<file path="config.mk">
export PLATFORM = sky130hd
export DESIGN_NAME = bankers_safe_allocator_unit
export DESIGN_NICKNAME = d
export VERILOG_FILES = /design/src/design/bsa_pkg.sv /design/src/design/bsa_ctrl.sv /design/src/design/bsa_dp.sv /design/src/design/bankers_safe_allocator_unit.sv
export SDC_FILE = /design/constraint.sdc
export NUM_CORES = 1
export LEC_CHECK = 0
export BUFFER_PORTS_ARGS = -buffer_cell sky130_fd_sc_hd__buf_2
export CORE_MARGIN = 3
export CORE_UTILIZATION = 50
export DETAILED_ROUTE_END_ITERATION = 10
export PLACE_DENSITY = 0.76
export SLEW_MARGIN = 20
export SYNTH_ARGS = -nofsm -noshare
export SYNTH_HDL_FRONTEND = slang
export SYNTH_SLANG_ARGS = --single-unit
</file>
<file path="constraint.sdc">
create_clock -name clk -period 7.3 [get_ports clk]
set_input_delay 0.365 -clock clk [delete_from_list [all_inputs] [get_ports clk]]
set_output_delay 0.365 -clock clk [all_outputs]
set_load 0.02 [all_outputs]
</file>
<file path="src/design/bsa_pkg.sv">
package bsa_pkg;

    // Fixed widths of the channel fields
    localparam int AMOUNT_W  = 8;
    localparam int STATUS_W  = 3;
    localparam int OP_W      = 2;
    localparam int CUST_W    = 3;
    localparam int CFG_IDX_W = 2;
    localparam int MAX_RES   = 3;

    // Defaults for the top-level parameters
    localparam int DEF_CUSTOMERS  = 8;
    localparam int DEF_RESOURCES  = 3;
    localparam int DEF_COUNT_BITS = 8;

    typedef enum logic [OP_W-1:0] {
        OP_CLAIM   = 2'd0,
        OP_REQUEST = 2'd1,
        OP_RELEASE = 2'd2
    } op_t;

    typedef enum logic [STATUS_W-1:0] {
        ST_DONE       = 3'd0,
        ST_OVER_CLAIM = 3'd1,
        ST_WAIT       = 3'd2,
        ST_UNSAFE     = 3'd3,
        ST_BAD        = 3'd4
    } status_t;

    typedef enum logic [1:0] {
        RD_ITEM,
        RD_SCAN_FIRST,
        RD_SCAN_NEXT
    } rd_src_t;

    typedef enum logic [2:0] {
        S_IDLE,
        S_LOOKUP,
        S_EXEC,
        S_SAFE_INIT,
        S_SAFE_SCAN,
        S_SAFE_END,
        S_FINISH
    } fsm_state_t;

    typedef struct packed {
        logic    latch_item;
        rd_src_t rd_src;
        logic    set_status;
        status_t status_code;
        logic    claim_wr;
        logic    held_grant;
        logic    held_release;
        logic    rollback;
        logic    safe_init;
        logic    safe_step;
        logic    out_load;
    } bsa_cmd_t;

    typedef struct packed {
        logic bad_item;
        logic is_claim;
        logic is_request;
        logic claim_bad;
        logic over_need;
        logic over_free;
        logic release_bad;
        logic last_cust;
        logic last_pass;
        logic progress;
        logic all_done;
        logic out_free;
    } bsa_sts_t;

endpackage

</file>
<file path="src/design/bsa_ctrl.sv">
module bsa_ctrl
    import bsa_pkg::*;
(
    input  logic     clk,
    input  logic     rst_n,
    input  logic     in_valid,
    output logic     in_stall,
    input  bsa_sts_t sts,
    output bsa_cmd_t cmd
);

    fsm_state_t state_reg;
    fsm_state_t state_next;

    always_ff @(posedge clk or negedge rst_n)
    begin
        if (!rst_n)
        begin
            state_reg <= S_IDLE;
        end
        else
        begin
            state_reg <= state_next;
        end
    end

    always_comb
    begin
        cmd             = '0;
        cmd.rd_src      = RD_ITEM;
        cmd.status_code = ST_DONE;
        state_next      = state_reg;
        in_stall        = 1'b1;
        unique case (state_reg)
            S_IDLE:
            begin
                in_stall = 1'b0;
                if (in_valid)
                begin
                    cmd.latch_item = 1'b1;
                    state_next     = S_LOOKUP;
                end
            end
            S_LOOKUP:
            begin
                cmd.rd_src = RD_ITEM;
                state_next = S_EXEC;
            end
            S_EXEC:
            begin
                cmd.set_status = 1'b1;
                state_next     = S_FINISH;
                priority if (sts.bad_item)
                begin
                    cmd.status_code = ST_BAD;
                end
                else if (sts.is_claim)
                begin
                    if (sts.claim_bad)
                    begin
                        cmd.status_code = ST_BAD;
                    end
                    else
                    begin
                        cmd.claim_wr = 1'b1;
                    end
                end
                else if (sts.is_request)
                begin
                    priority if (sts.over_need)
                    begin
                        cmd.status_code = ST_OVER_CLAIM;
                    end
                    else if (sts.over_free)
                    begin
                        cmd.status_code = ST_WAIT;
                    end
                    else
                    begin
                        // grant tentatively, status comes after the safety scan
                        cmd.set_status = 1'b0;
                        cmd.held_grant = 1'b1;
                        state_next     = S_SAFE_INIT;
                    end
                end
                else
                begin
                    if (sts.release_bad)
                    begin
                        cmd.status_code = ST_BAD;
                    end
                    else
                    begin
                        cmd.held_release = 1'b1;
                    end
                end
            end
            S_SAFE_INIT:
            begin
                cmd.safe_init = 1'b1;
                cmd.rd_src    = RD_SCAN_FIRST;
                state_next    = S_SAFE_SCAN;
            end
            S_SAFE_SCAN:
            begin
                cmd.safe_step = 1'b1;
                cmd.rd_src    = RD_SCAN_NEXT;
                if (sts.last_cust && (!sts.progress || sts.last_pass))
                begin
                    state_next = S_SAFE_END;
                end
            end
            S_SAFE_END:
            begin
                cmd.set_status = 1'b1;
                state_next     = S_FINISH;
                if (!sts.all_done)
                begin
                    cmd.rollback    = 1'b1;
                    cmd.status_code = ST_UNSAFE;
                end
            end
            S_FINISH:
            begin
                if (sts.out_free)
                begin
                    cmd.out_load = 1'b1;
                    state_next   = S_IDLE;
                end
            end
            default:
            begin
                state_next = S_IDLE;
            end
        endcase
    end

    a_accept_to_lookup: assert property (@(posedge clk) disable iff (!rst_n)
        in_valid && !in_stall |=> state_reg == S_LOOKUP)
        else $error("accepted beat did not start a lookup");

    a_scan_exit: assert property (@(posedge clk) disable iff (!rst_n)
        state_reg == S_SAFE_SCAN |=> state_reg == S_SAFE_SCAN || state_reg == S_SAFE_END)
        else $error("safety scan left by an unexpected path");

    a_finish_hold: assert property (@(posedge clk) disable iff (!rst_n)
        state_reg == S_FINISH && !sts.out_free |=> state_reg == S_FINISH)
        else $error("result dropped while output slot busy");

endmodule

</file>
<file path="src/design/bsa_dp.sv">
module bsa_dp
    import bsa_pkg::*;
#(
    parameter int CUSTOMERS  = DEF_CUSTOMERS,
    parameter int RESOURCES  = DEF_RESOURCES,
    parameter int COUNT_BITS = DEF_COUNT_BITS
)
(
    input  logic                 clk,
    input  logic                 rst_n,
    input  logic                 cfg_valid,
    input  logic [CFG_IDX_W-1:0] cfg_index,
    input  logic [AMOUNT_W-1:0]  cfg_data,
    input  logic [OP_W-1:0]      operation,
    input  logic [CUST_W-1:0]    customer,
    input  logic [AMOUNT_W-1:0]  amount_0,
    input  logic [AMOUNT_W-1:0]  amount_1,
    input  logic [AMOUNT_W-1:0]  amount_2,
    input  bsa_cmd_t             cmd,
    output bsa_sts_t             sts,
    input  logic                 out_stall,
    output logic                 out_valid,
    output logic [STATUS_W-1:0]  status,
    output logic [AMOUNT_W-1:0]  free_0,
    output logic [AMOUNT_W-1:0]  free_1,
    output logic [AMOUNT_W-1:0]  free_2
);

    localparam int CIW = (CUSTOMERS > 1) ? $clog2(CUSTOMERS) : 1;
    localparam int RIW = (RESOURCES > 1) ? $clog2(RESOURCES) : 1;
    localparam int XW  = (COUNT_BITS > AMOUNT_W) ? COUNT_BITS : AMOUNT_W;
    localparam logic [CIW-1:0]        LAST_IDX = CIW'(CUSTOMERS - 1);
    localparam logic [COUNT_BITS-1:0] CNT_MAX  = '1;

    typedef logic [RESOURCES-1:0][COUNT_BITS-1:0] row_t;
    typedef logic [RESOURCES-1:0][AMOUNT_W-1:0]   amt_row_t;

    // Storage
    row_t                 claim_mem [CUSTOMERS];
    row_t                 held_mem  [CUSTOMERS];
    logic [CUSTOMERS-1:0] claim_vld_reg;
    logic [CUSTOMERS-1:0] held_vld_reg;
    row_t                 rd_claim_reg;
    row_t                 rd_held_reg;
    logic                 rd_claim_vld_reg;
    logic                 rd_held_vld_reg;

    row_t                 total_reg;
    row_t                 held_sum_reg;
    row_t                 work_reg;
    row_t                 base_held_reg;

    logic [OP_W-1:0]      item_op_reg;
    logic [CUST_W-1:0]    item_cust_reg;
    amt_row_t             item_amt_reg;

    logic [CIW-1:0]       eval_reg;
    logic [CIW-1:0]       pass_reg;
    logic                 progress_reg;
    logic [CUSTOMERS-1:0] finished_reg;

    status_t              status_reg;
    logic                 out_valid_reg;
    status_t              out_status_reg;
    logic [MAX_RES-1:0][AMOUNT_W-1:0] out_free_reg;

    // Combinational
    logic [MAX_RES-1:0][AMOUNT_W-1:0] amt_all;
    logic [MAX_RES-1:0][AMOUNT_W-1:0] free_byte;
    amt_row_t             amt_in;
    row_t                 claim_row;
    row_t                 held_row;
    row_t                 free_row;
    row_t                 need_row;
    row_t                 claim_wr_row;
    row_t                 grant_row;
    row_t                 release_row;
    row_t                 sum_add_row;
    row_t                 sum_rel_row;
    row_t                 sum_back_row;
    row_t                 work_add_row;
    logic                 item_bad;
    logic                 claim_bad;
    logic                 over_need;
    logic                 over_free;
    logic                 release_bad;
    logic                 fits;
    logic                 all_fit;
    logic [CIW-1:0]       rd_addr;
    logic [CIW-1:0]       item_addr;
    logic [COUNT_BITS:0]  work_sum;

    assign amt_all = {amount_2, amount_1, amount_0};

    always_comb
    begin
        for (int r = 0; r < RESOURCES; r++)
        begin
            amt_in[r] = amt_all[r];
        end
    end

    assign item_bad = !(item_op_reg == OP_CLAIM || item_op_reg == OP_REQUEST ||
                        item_op_reg == OP_RELEASE) ||
                      (32'(item_cust_reg) >= CUSTOMERS);
    assign item_addr = item_bad ? '0 : CIW'(item_cust_reg);

    assign claim_row = rd_claim_vld_reg ? rd_claim_reg : '0;
    assign held_row  = rd_held_vld_reg  ? rd_held_reg  : '0;

    // Per-resource checks and update values
    always_comb
    begin
        claim_bad   = 1'b0;
        over_need   = 1'b0;
        over_free   = 1'b0;
        release_bad = 1'b0;
        all_fit     = 1'b1;
        work_sum    = '0;
        for (int r = 0; r < RESOURCES; r++)
        begin
            free_row[r] = (total_reg[r] > held_sum_reg[r]) ?
                          (total_reg[r] - held_sum_reg[r]) : '0;
            need_row[r] = (claim_row[r] > held_row[r]) ?
                          (claim_row[r] - held_row[r]) : '0;
            if (XW'(item_amt_reg[r]) < XW'(held_row[r]) ||
                XW'(item_amt_reg[r]) > XW'(total_reg[r]))
            begin
                claim_bad = 1'b1;
            end
            if (XW'(item_amt_reg[r]) > XW'(need_row[r]))
            begin
                over_need = 1'b1;
            end
            if (XW'(item_amt_reg[r]) > XW'(free_row[r]))
            begin
                over_free = 1'b1;
            end
            if (XW'(item_amt_reg[r]) > XW'(held_row[r]))
            begin
                release_bad = 1'b1;
            end
            claim_wr_row[r] = COUNT_BITS'(item_amt_reg[r]);
            grant_row[r]    = held_row[r] + COUNT_BITS'(item_amt_reg[r]);
            release_row[r]  = held_row[r] - COUNT_BITS'(item_amt_reg[r]);
            sum_add_row[r]  = held_sum_reg[r] + COUNT_BITS'(item_amt_reg[r]);
            sum_back_row[r] = held_sum_reg[r] - COUNT_BITS'(item_amt_reg[r]);
            sum_rel_row[r]  = (XW'(held_sum_reg[r]) >= XW'(item_amt_reg[r])) ?
                              sum_back_row[r] : '0;
            if (need_row[r] > work_reg[r])
            begin
                all_fit = 1'b0;
            end
            // saturate the work vector at the count maximum
            work_sum        = {1'b0, work_reg[r]} + {1'b0, held_row[r]};
            work_add_row[r] = work_sum[COUNT_BITS] ? CNT_MAX : work_sum[COUNT_BITS-1:0];
        end
    end

    assign fits = !finished_reg[eval_reg] && all_fit;

    always_comb
    begin
        free_byte = '0;
        for (int r = 0; r < RESOURCES; r++)
        begin
            free_byte[r] = AMOUNT_W'(free_row[r]);
        end
    end

    always_comb
    begin
        unique case (cmd.rd_src)
            RD_ITEM:       rd_addr = item_addr;
            RD_SCAN_FIRST: rd_addr = '0;
            RD_SCAN_NEXT:  rd_addr = (eval_reg == LAST_IDX) ? '0 : eval_reg + 1'b1;
            default:       rd_addr = '0;
        endcase
    end

    // Tables: one row per customer, registered read
    always_ff @(posedge clk)
    begin
        if (cmd.claim_wr)
        begin
            claim_mem[item_addr] <= claim_wr_row;
        end
        if (cmd.held_grant)
        begin
            held_mem[item_addr] <= grant_row;
        end
        else if (cmd.held_release)
        begin
            held_mem[item_addr] <= release_row;
        end
        else if (cmd.rollback)
        begin
            held_mem[item_addr] <= base_held_reg;
        end
        rd_claim_reg <= claim_mem[rd_addr];
        rd_held_reg  <= held_mem[rd_addr];
    end

    always_ff @(posedge clk or negedge rst_n)
    begin
        if (!rst_n)
        begin
            claim_vld_reg    <= '0;
            held_vld_reg     <= '0;
            rd_claim_vld_reg <= 1'b0;
            rd_held_vld_reg  <= 1'b0;
        end
        else
        begin
            if (cmd.claim_wr)
            begin
                claim_vld_reg[item_addr] <= 1'b1;
            end
            if (cmd.held_grant || cmd.held_release || cmd.rollback)
            begin
                held_vld_reg[item_addr] <= 1'b1;
            end
            rd_claim_vld_reg <= claim_vld_reg[rd_addr];
            rd_held_vld_reg  <= held_vld_reg[rd_addr];
        end
    end

    // Totals and held sums
    always_ff @(posedge clk or negedge rst_n)
    begin
        if (!rst_n)
        begin
            total_reg    <= '0;
            held_sum_reg <= '0;
        end
        else
        begin
            if (cfg_valid && (32'(cfg_index) < RESOURCES))
            begin
                total_reg[RIW'(cfg_index)] <= COUNT_BITS'(cfg_data);
            end
            if (cmd.held_grant)
            begin
                held_sum_reg <= sum_add_row;
            end
            else if (cmd.held_release)
            begin
                held_sum_reg <= sum_rel_row;
            end
            else if (cmd.rollback)
            begin
                held_sum_reg <= sum_back_row;
            end
        end
    end

    // Item latch, grant snapshot, work vector
    always_ff @(posedge clk)
    begin
        if (cmd.latch_item)
        begin
            item_op_reg   <= operation;
            item_cust_reg <= customer;
            item_amt_reg  <= amt_in;
        end
        if (cmd.held_grant)
        begin
            base_held_reg <= held_row;
        end
        if (cmd.safe_init)
        begin
            work_reg <= free_row;
        end
        else if (cmd.safe_step && fits)
        begin
            work_reg <= work_add_row;
        end
        if (cmd.set_status)
        begin
            status_reg <= cmd.status_code;
        end
        if (cmd.out_load)
        begin
            out_status_reg <= status_reg;
            out_free_reg   <= free_byte;
        end
    end

    // Safety scan counters
    always_ff @(posedge clk or negedge rst_n)
    begin
        if (!rst_n)
        begin
            eval_reg     <= '0;
            pass_reg     <= '0;
            progress_reg <= 1'b0;
            finished_reg <= '0;
        end
        else if (cmd.safe_init)
        begin
            eval_reg     <= '0;
            pass_reg     <= '0;
            progress_reg <= 1'b0;
            finished_reg <= '0;
        end
        else if (cmd.safe_step)
        begin
            if (fits)
            begin
                finished_reg[eval_reg] <= 1'b1;
            end
            if (eval_reg == LAST_IDX)
            begin
                eval_reg     <= '0;
                pass_reg     <= pass_reg + 1'b1;
                progress_reg <= 1'b0;
            end
            else
            begin
                eval_reg     <= eval_reg + 1'b1;
                progress_reg <= progress_reg | fits;
            end
        end
    end

    // Output slot
    always_ff @(posedge clk or negedge rst_n)
    begin
        if (!rst_n)
        begin
            out_valid_reg <= 1'b0;
        end
        else if (cmd.out_load)
        begin
            out_valid_reg <= 1'b1;
        end
        else if (out_valid_reg && !out_stall)
        begin
            out_valid_reg <= 1'b0;
        end
    end

    assign sts.bad_item    = item_bad;
    assign sts.is_claim    = (item_op_reg == OP_CLAIM);
    assign sts.is_request  = (item_op_reg == OP_REQUEST);
    assign sts.claim_bad   = claim_bad;
    assign sts.over_need   = over_need;
    assign sts.over_free   = over_free;
    assign sts.release_bad = release_bad;
    assign sts.last_cust   = (eval_reg == LAST_IDX);
    assign sts.last_pass   = (pass_reg == LAST_IDX);
    assign sts.progress    = progress_reg | fits;
    assign sts.all_done    = &finished_reg;
    assign sts.out_free    = !out_valid_reg || !out_stall;

    assign out_valid = out_valid_reg;
    assign status    = out_status_reg;
    assign free_0    = out_free_reg[0];
    assign free_1    = out_free_reg[1];
    assign free_2    = out_free_reg[2];

    a_finished_monotonic: assert property (@(posedge clk) disable iff (!rst_n)
        cmd.safe_step |=> (finished_reg & $past(finished_reg)) == $past(finished_reg))
        else $error("finished customer lost during safety scan");

    a_stall_pass_stable: assert property (@(posedge clk) disable iff (!rst_n)
        cmd.safe_step && sts.last_cust && !sts.progress
        |=> finished_reg == $past(finished_reg))
        else $error("pass without progress changed the finished set");

endmodule

</file>
<file path="src/design/bankers_safe_allocator_unit.sv">
// Banker's-algorithm allocator for up to three resource types.
//
// Input channel (in_valid / in_stall): one beat carries operation, customer
// and three amounts: declare a maximum claim, request units or release units.
// Output channel (out_valid / out_stall): exactly one beat per input beat,
// carrying status and the free units of each resource type after the step.
// Config channel (cfg_valid / cfg_ready, always ready): cfg_index selects
// total_0..total_2, cfg_data is the new total. Write it only while idle.
//
// Claim, release and rejected beats pass through lookup, check and result;
// a granted request adds the safety scan, at most CUSTOMERS passes over
// the customer rows, before its result. The scan evaluates one customer
// row per cycle through the single read port of the tables.
// One beat is in work at a time; in_stall is low only between beats, and the
// next beat may enter while the previous result still waits at the output.
//
// Reset clears totals, claims, holdings and the output slot at once.
// A stalled result holds in the output register; the next result waits in
// the status register, with the controller in S_FINISH, until the slot frees.
module bankers_safe_allocator_unit
    import bsa_pkg::*;
#(
    parameter int CUSTOMERS  = DEF_CUSTOMERS,
    parameter int RESOURCES  = DEF_RESOURCES,
    parameter int COUNT_BITS = DEF_COUNT_BITS
)
(
    input  logic                 clk,
    input  logic                 rst_n,

    input  logic                 cfg_valid,
    output logic                 cfg_ready,
    input  logic [CFG_IDX_W-1:0] cfg_index,
    input  logic [AMOUNT_W-1:0]  cfg_data,

    input  logic                 in_valid,
    output logic                 in_stall,
    input  logic [OP_W-1:0]      operation,
    input  logic [CUST_W-1:0]    customer,
    input  logic [AMOUNT_W-1:0]  amount_0,
    input  logic [AMOUNT_W-1:0]  amount_1,
    input  logic [AMOUNT_W-1:0]  amount_2,

    output logic                 out_valid,
    input  logic                 out_stall,
    output logic [STATUS_W-1:0]  status,
    output logic [AMOUNT_W-1:0]  free_0,
    output logic [AMOUNT_W-1:0]  free_1,
    output logic [AMOUNT_W-1:0]  free_2
);

    bsa_cmd_t cmd;
    bsa_sts_t sts;

    // Totals are plain registers: accept every config beat.
    assign cfg_ready = 1'b1;

    // Sequence each beat: lookup, check, optional safety scan, result.
    bsa_ctrl u_ctrl (
        .clk      (clk),
        .rst_n    (rst_n),
        .in_valid (in_valid),
        .in_stall (in_stall),
        .sts      (sts),
        .cmd      (cmd)
    );

    // Hold tables, totals, work vector and the output slot.
    bsa_dp #(
        .CUSTOMERS  (CUSTOMERS),
        .RESOURCES  (RESOURCES),
        .COUNT_BITS (COUNT_BITS)
    ) u_dp (
        .clk       (clk),
        .rst_n     (rst_n),
        .cfg_valid (cfg_valid),
        .cfg_index (cfg_index),
        .cfg_data  (cfg_data),
        .operation (operation),
        .customer  (customer),
        .amount_0  (amount_0),
        .amount_1  (amount_1),
        .amount_2  (amount_2),
        .cmd       (cmd),
        .sts       (sts),
        .out_stall (out_stall),
        .out_valid (out_valid),
        .status    (status),
        .free_0    (free_0),
        .free_1    (free_1),
        .free_2    (free_2)
    );

endmodule
</file>
# --- Word level (Yosys, flattened, before mapping) ---
# Memories as Yosys holds them, arrays and structs flattened. A register that Yosys moved wholly into a read port is not among the register bits.
# Cells that the tools add are included.
totals:
  inputBits: 44
  mem_count: 2
  mem_bits_rw: 384
  wordCells: 265
  out_inout_bits: 30
  register_bits: 192
classes:
  bitwise: 6
  add_sub_neg: 23
  n_mux: 119
  n_eq_ne: 14
  reduce_logical: 34
  n_lt_le_gt_ge: 35
memory_table:
  columns: ["name", "words", "word_bits", "rd", "rd_clocked_by_memory_dff", "write_ports", "line", "rtl"]
  rows:
  - ["u_dp.claim_mem", 8, 24, 1, 1, 1, "bsa_dp.sv:39", "row_t claim_mem [CUSTOMERS];"]
  - ["u_dp.held_mem", 8, 24, 1, 1, 1, "bsa_dp.sv:40", "row_t held_mem [CUSTOMERS];"]
ops:
  columns: ["operator", "count"]
  rows:
  - ["24-bit two-way mux", 9]
  - ["8-bit > comparator", 21]
  - ["8-bit two-way mux", 16]
  - ["8-bit subtractor", 12]
  - ["3-bit two-way mux", 23]
  - ["1-bit two-way mux", 57]
  - ["8-bit adder", 6]
  - ["8-bit by 8-bit adder with 9-bit output", 3]
  - ["24-bit bitwise mux", 1]
  - ["8-bit greater-or-equal comparator", 3]
  - ["8-bit less-than comparator", 3]
  - ["8-bit bitwise OR", 3]
  - ["3-bit case mux with 7 select lines", 1]
  - ["8-bit demux with 2-bit select", 1]
  - ["3-bit == test (second input constant)", 5]
  - ["3-bit by 4-bit less-than comparator with 1-bit output (second input constant)", 3]
  - ["2-bit nonzero test", 5]
  - ["1-bit binary-select mux with 3-bit select", 3]
  - ["1-bit logical OR", 9]
  - ["1-bit logical AND", 8]
  - ["4-bit case mux with 2 select lines", 1]
  - ["8-bit AND reduction", 1]
  - ["3-bit by 1-bit adder with 3-bit output (second input constant)", 2]
  - ["1-bit demux with 3-bit select", 2]
  - ["other kinds (20)", 33]

# --- Longest topological paths before layout ---
logic_depth:
  depth_word: 17
  depth_mapped: 26
  mapped_depth_nobuf: 22

# --- By module ---
# From an unflattened synthesis, not the netlist that was laid out.
unflattened:
  cells_unflattened: 2549
  area_unflattened_um2: 32800.2
modules_own_cells:
  columns: ["module", "cells_each", "area_per_inst_um2", "instances", "seq_area_each_um2"]
  rows:
  - ["bsa_dp", 2502, 32456.1, 1, 17757.0]
  - ["bsa_ctrl", 45, 332.8, 1, 75.1]
  - ["bankers_safe_allocator_unit", 2, 11.3, 1, 0.0]

# --- Worst setup path after synthesis ---
# No wires, ideal clock.
synth_path:
  path_type: "reg2reg"
  start: "reg u_dp.rd_held_vld_reg"
  end: "mem u_dp.held_mem[3][0] (netlist name) (enable)"
  path_buffers: 3
  setup_ns: 0.405
  arrival_time_ns: 6.151
  t_required_ns: 6.895
  setup_slack_ns: 0.744
  period_less_slack_ns: 6.556
  path_stages_with_launch: 24
  cell_sequence: "dfrtp_1 -> clkbuf_1 -> clkbuf_1 -> nand2_1 -> inv_1 -> ha_1 -> inv_1 -> fa_1 -> a31oi_1 -> o21bai_1 -> a21oi_1 -> nor2b_1 -> o31ai_1 -> clkbuf_1 -> or2_1 -> ha_1 -> nor2b_1 -> o211ai_1 -> a21oi_1 -> a2111oi_0 -> o21a_1 -> a311oi_2 -> nand3b_1 -> nor2_1"
synth_lines:
  columns: ["item", "line", "rtl"]
  rows:
  - ["start: declaration", "bsa_dp.sv:46", "logic rd_held_vld_reg;"]
  - ["start signal: assignment", "bsa_dp.sv:224", "rd_held_vld_reg <= held_vld_reg[rd_addr];"]
  - ["end: declaration", "bsa_dp.sv:40", null]

# --- Worst setup path in the final report ---
layout_path:
  start: "reg u_dp.rd_held_vld_reg"
  end: "mem u_dp.held_mem[3][18] (netlist name) (enable)"
layout_between:
  elab_chain_len: 16
  word_cells_on_any_way: 39
  classes_between: "add/sub (3); order compare (9); mux (25); bitwise (2)"
layout_lines:
  columns: ["item", "line", "rtl"]
  rows:
  - ["24-bit two-way mux (*)", "bsa_dp.sv:109", "assign held_row = rd_held_vld_reg ? rd_held_reg : '0;"]
  - ["8-bit subtractor or 8-bit > comparator (tied branches)", "bsa_dp.sv:125, bsa_dp.sv:124", null]
  - ["8-bit two-way mux", "bsa_dp.sv:124", "need_row[r] = (claim_row[r] > held_row[r]) ?"]
  - ["8-bit > comparator", "bsa_dp.sv:131", "if (XW'(item_amt_reg[r]) > XW'(need_row[r]))"]
  - ["1-bit two-way mux (3 in a row)", "bsa_dp.sv:131", null]
  - ["1-bit two-way mux", "bsa_ctrl.sv:70", "priority if (sts.over_need)"]
  - ["1-bit two-way mux", "bsa_ctrl.sv:68", "else if (sts.is_request)"]
  - ["2-bit two-way mux (*)", "bsa_ctrl.sv:57", "else if (sts.is_claim)"]
  - ["3-bit two-way mux (*)", "bsa_ctrl.sv:53", "priority if (sts.bad_item)"]
  - ["3-bit two-way mux (*)", "bsa_ctrl.sv:34", "unique case (state_reg)"]
  - ["1-bit two-way mux", "bsa_dp.sv:188", "if (cmd.held_grant)"]
  - ["1-bit two-way mux, on equally long branches", "bsa_dp.sv:190, bsa_dp.sv:194", null]
  - ["1-bit bitwise OR (no source line)", null, null]
  - ["1-bit bitwise OR (no source line) (*)", null, null]
# Mark *: on every way between the ends. The rest lies on a longest branch, timed or not.

==> impl_metrics.prom <==
# TYPE chip_impl_metric gauge
chip_impl_info{name="synth_flop_cell",value="sky130_fd_sc_hd__edfxtp_1"} 1
chip_impl_info{name="synth.most_common_cell",value="sky130_fd_sc_hd__nand2_1"} 1
chip_impl_metric{name="synthDominantCellAreaShare",unit="%"} 44.7
chip_impl_metric{name="fraction_of_final_layout_cells_sized_beyond_drive_strength_1",unit="%"} 10.9
chip_impl_metric{name="worstPathMaxFanout",unit=""} 24
chip_impl_metric{name="path_clk_slew",unit="ps"} 60
chip_impl_info{name="rsz_0062_raised_after_global_routing",value="no"} 1
chip_impl_metric{name="post_synth_num_cell_types",unit=""} 89
chip_impl_metric{name="grt_pass1_vias",unit=""} 23133
chip_impl_metric{name="clk_latency",unit="ps"} 630
chip_impl_metric{name="synth-seq-cells",unit=""} 624
chip_impl_info{name="cts_tree",value="yes"} 1
chip_impl_metric{name="ys.warnings.count",unit=""} 0
chip_impl_metric{name="max_slew.worst_pin.slew",unit="ps"} 1060
chip_impl_metric{name="complex_gate_fraction_of_the_synthesized_area",unit="%"} 12.7
chip_impl_metric{name="placeableCoreArea",unit="µm²"} 64800
chip_impl_metric{name="dpl.hpwl",unit="µm"} 59700
chip_impl_metric{name="skew",unit="ps"} 36.2
chip_impl_metric{name="synth-edff-count",unit=""} 491
chip_impl_metric{name="die_width",unit="µm"} 263
chip_impl_metric{name="die_height",unit="µm"} 263
chip_impl_info{name="status",value="finished clean"} 1
chip_impl_metric{name="setup_viols_final",unit=""} 0
chip_impl_metric{name="die-area",unit="µm²"} 69100
chip_impl_metric{name="row_count",unit=""} 93
chip_impl_info{name="largest_registers",value="u_dp.claim_mem (192), u_dp.held_mem (192)"} 1
chip_impl_metric{name="drt.antenna.violating_nets",unit=""} 0
chip_impl_metric{name="comb_power_share",unit="%"} 52.0
chip_impl_info{name="critPathLaunchType",value="flop"} 1
chip_impl_metric{name="grtUsageTotal",unit="%"} 25.0
chip_impl_metric{name="synthMuxAreaShare",unit="%"} 1.20
chip_impl_metric{name="post_synth_xor_area_fraction",unit="%"} 1.94
chip_impl_metric{name="synth_simple_gate_area_share",unit="%"} 15.1
chip_impl_metric{name="drc",unit=""} 0
chip_impl_metric{name="floorplan.initialDensity",unit="%"} 50.9
chip_impl_info{name="synth.largest_area_cell",value="sky130_fd_sc_hd__edfxtp_1"} 1
chip_impl_metric{name="worst_path_setup_slack_after_routing",unit="ps"} 772
chip_impl_metric{name="htree_num_levels",unit=""} 3
chip_impl_metric{name="layout.filler_cells",unit=""} 5205
chip_impl_metric{name="cellPowerDensity",unit="nW/µm²"} 490
chip_impl_metric{name="portion_of_the_post_synthesis_area_used_by_sequential_elements",unit="%"} 54.1
chip_impl_metric{name="cell_internal_pwr",unit="mW"} 10.3
chip_impl_info{name="class_of_the_tightest_hold_or_removal_check",value="in2reg"} 1
chip_impl_info{name="cts.root.buffer_cell",value="sky130_fd_sc_hd__clkbuf_16"} 1
chip_impl_metric{name="netSwitchingFraction",unit="%"} 43.3
chip_impl_metric{name="portBuffers",unit=""} 72
chip_impl_metric{name="syn_inst",unit=""} 3025
chip_impl_metric{name="layout-area-overhead-vs-synth",unit="%"} 12.1
chip_impl_metric{name="route.final.wire_length",unit="µm"} 89000
chip_impl_metric{name="slew_violations",unit=""} 0
chip_impl_metric{name="cts_inserted_buffers",unit=""} 66
chip_impl_metric{name="fmax",unit="MHz"} 153
chip_impl_metric{name="syn_avg_cell_area",unit="µm²"} 10.9
chip_impl_metric{name="setup_tns",unit="ps"} 0
chip_impl_metric{name="firstDrtPassIters",unit=""} 5
chip_impl_info{name="critical_path.reg2reg.startpoint",value="u_dp.rd_held_vld_reg"} 1
chip_impl_metric{name="syn-num-nets",unit=""} 3338
chip_impl_metric{name="power_switching",unit="mW"} 7.85
chip_impl_metric{name="route.detailed.vias_per_inst",unit=""} 6.00
chip_impl_metric{name="grt_antenna_before_repair",unit=""} 3
chip_impl_metric{name="drv_cap",unit=""} 0
chip_impl_metric{name="regToRegSetupSlack",unit="ps"} 770
chip_impl_metric{name="routed-via-count",unit=""} 24220
chip_impl_metric{name="timing.reg2reg.worst_path_depth",unit=""} 20
chip_impl_metric{name="arrival",unit="ps"} 6800
chip_impl_metric{name="post_synth_instance_area",unit="µm²"} 33000
chip_impl_metric{name="grt_max_degree",unit=""} 151
chip_impl_info{name="netlist_top_cells_area",value="sky130_fd_sc_hd__edfxtp_1 (45%), sky130_fd_sc_hd__ha_1 (9.4%), sky130_fd_sc_hd__dfrtp_1 (6.4%)"} 1
chip_impl_info{name="worstSetupEndpointType",value="flop"} 1
chip_impl_metric{name="layout_worst_path_cycle_share",unit="%"} 89.4
chip_impl_metric{name="detailedRoute.firstIterationViolations",unit=""} 2893
chip_impl_metric{name="min_path_cells",unit=""} 3
chip_impl_info{name="holdPathEnd",value="u_dp.total_reg[7]"} 1
chip_impl_metric{name="pre_cts_slack",unit="ps"} 972
chip_impl_metric{name="final_hold_viol_count",unit=""} 0
chip_impl_metric{name="max-vdd-ir-drop",unit="V"} 0.000365
chip_impl_metric{name="seqPwrFrac",unit="%"} 29.9
chip_impl_metric{name="cts.path.max_buffers",unit=""} 3
chip_impl_metric{name="ioPinCount",unit=""} 74
chip_impl_metric{name="synthAdderAreaFrac",unit="%"} 10.9
chip_impl_metric{name="place_congestion",unit=""} 0.918
chip_impl_metric{name="postSynth.asyncResetShare",unit="%"} 13.6
chip_impl_info{name="worst-setup-path-type",value="reg2reg"} 1
chip_impl_metric{name="clockPowerShare",unit="%"} 18.1
chip_impl_info{name="synth_top_family_by_area",value="simple AND/OR/NAND/NOR gates"} 1
chip_impl_metric{name="routed_wire_length_per_instance",unit="µm"} 22.0
chip_impl_metric{name="numClockSinks",unit=""} 624
chip_impl_info{name="synth.top_cells.by_count",value="sky130_fd_sc_hd__nand2_1 (534), sky130_fd_sc_hd__edfxtp_1 (491), sky130_fd_sc_hd__ha_1 (248), sky130_fd_sc_hd__inv_1 (207), sky130_fd_sc_hd__nand3_1 (131)"} 1
chip_impl_metric{name="power.leakage",unit="nW"} 15.1
chip_impl_metric{name="finish.net_count",unit=""} 3441
chip_impl_metric{name="global_route_wire_length_before_repair",unit="µm"} 135000
chip_impl_metric{name="critPathRequiredTime",unit="ps"} 7570
chip_impl_info{name="worst_r2r_endpoint",value="u_dp.held_mem[3][18]"} 1
chip_impl_metric{name="diodes",unit=""} 0
chip_impl_metric{name="final_period_demand_of_the_worst_path",unit="ps"} 6530
chip_impl_metric{name="slew_headroom",unit="%"} 29.1
chip_impl_metric{name="grt.overflow.total",unit=""} 0
chip_impl_info{name="hp-start",value="cfg_data[7]"} 1
-- how the worst max path moves through the flow --
stage	depth (start not counted)	slack, ps	startpoint	end
final	20	770	u_dp.rd_held_vld_reg	u_dp.held_mem[3][18]
after global routing	20	280	u_dp.rd_held_vld_reg	u_dp.held_mem[7][1]
after CTS	20	880	u_dp.rd_held_vld_reg	u_dp.held_mem[3][18]
after detailed placement	20	970	u_dp.rd_held_vld_reg	u_dp.held_mem[3][5]
after global placement	20	1080	u_dp.rd_held_vld_reg	u_dp.held_mem[3][6]
after floorplan	23	740	u_dp.rd_held_vld_reg	u_dp.held_mem[3][0]
-- power groups by stage --
stage / clock network (mW) / logic [mW] / registers (mW)
finish: 3.28 / 9.43 / 5.43
global route: 3.45 / 10.3 / 5.47
CTS: 3.31 / 9.27 / 5.40
detailed placement: 0 / 9.18 / 5.46
global placement: 0 / 9.03 / 5.46
floorplan: 0 / 6.54 / 5.32
-- metrics by stage --
| stage | power [mW] | instance area [µm²] | instances | hold WS [ps] | util (%) |
|---|---|---|---|---|---|
| 6_report | 18.1 | 37000 | 4037 | 21.3 | 57.1 |
| 4_1_cts | 18.0 | 37000 | 4036 | 14.7 | 57.0 |
| 3_3_place_gp | 14.5 | 34600 | 3884 | 283 | 53.3 |
| 2_1_floorplan | 11.9 | 33000 | 3025 | 69.4 | - |
| 3_5_place_dp | 14.6 | 34600 | 3884 | 278 | 53.3 |
| 5_1_grt | 19.3 | 37000 | 4037 | 39.9 | 57.1 |
-- layer usage --
metal	GRT usage, %	share of wire, %	vias to the layer above
li1	-	-	11182
met5	0	0.019	-
met2	38.4	45	1085
met1	36.4	43	11803
met4	7.11	2.8	2
met3	5.04	9.6	148
-- worst max-delay path, stage by stage, from the launching register on --
cell and delay (ps):
sky130_fd_sc_hd__dfrtp_1 850, sky130_fd_sc_hd__and2_1 480, sky130_fd_sc_hd__inv_1 180, sky130_fd_sc_hd__ha_1 340, sky130_fd_sc_hd__a41o_1 240, sky130_fd_sc_hd__a31oi_1 250, sky130_fd_sc_hd__o21bai_1 110, sky130_fd_sc_hd__a21oi_1 230
sky130_fd_sc_hd__nor2b_1 90, sky130_fd_sc_hd__o31ai_2 750, sky130_fd_sc_hd__or2_2 240, sky130_fd_sc_hd__ha_1 230, sky130_fd_sc_hd__nor2b_1 130, sky130_fd_sc_hd__o211ai_1 150, sky130_fd_sc_hd__a211oi_1 90, sky130_fd_sc_hd__nor4_1 390
sky130_fd_sc_hd__o21a_1 240, sky130_fd_sc_hd__a311oi_4 130, sky130_fd_sc_hd__nand3b_1 460, sky130_fd_sc_hd__nor2_2 210, sky130_fd_sc_hd__buf_4 360
-- logic make-up after synthesis --
family	Yosys count
flip-flops	624
adder cells (fa/ha/maj)	276
other	1
AND/OR/NAND/NOR	1079
XOR/XNOR	73
AO/OA/AOI/OAI	588
multiplexers	35
buffers and inverters	349
-- what timing repair did --
item | in CTS | in global routing
hold buffers | 30 | 0
buffers inserted | 0 | 0
endpoints found under the hold margin | 47 | 0
resized for setup | 0 | 0
-- layout make-up --
cell class	instances	area (µm²)	area share, %
clock buffer	89	1750	4.73
inverter	212	796	2.15
clock inverter	33	334	0.903
timing repair buffer	172	1270	3.44
tap	855	1070	2.89
sequential	624	17800	48.2
multi-input combinational	2052	13900	37.7
-- placed cells by master, fill, tap and decap left out, types with 49 or more instances in the layout --
master                        n
sky130_fd_sc_hd__nor2_1      93
sky130_fd_sc_hd__a311oi_1    57
sky130_fd_sc_hd__ha_1       248
sky130_fd_sc_hd__buf_2       71
sky130_fd_sc_hd__and3_1      58
sky130_fd_sc_hd__dfrtp_1     85
sky130_fd_sc_hd__edfxtp_1   491
sky130_fd_sc_hd__buf_4       65
sky130_fd_sc_hd__nand3_1    131
sky130_fd_sc_hd__clkbuf_16   66
sky130_fd_sc_hd__a31o_2      51
sky130_fd_sc_hd__o21ai_0     62
sky130_fd_sc_hd__xnor2_1     49
sky130_fd_sc_hd__a21oi_1    123
sky130_fd_sc_hd__nor2b_1     53
sky130_fd_sc_hd__inv_1      207
sky130_fd_sc_hd__nand2_1    533
Power figures use the tool's default switching activity.
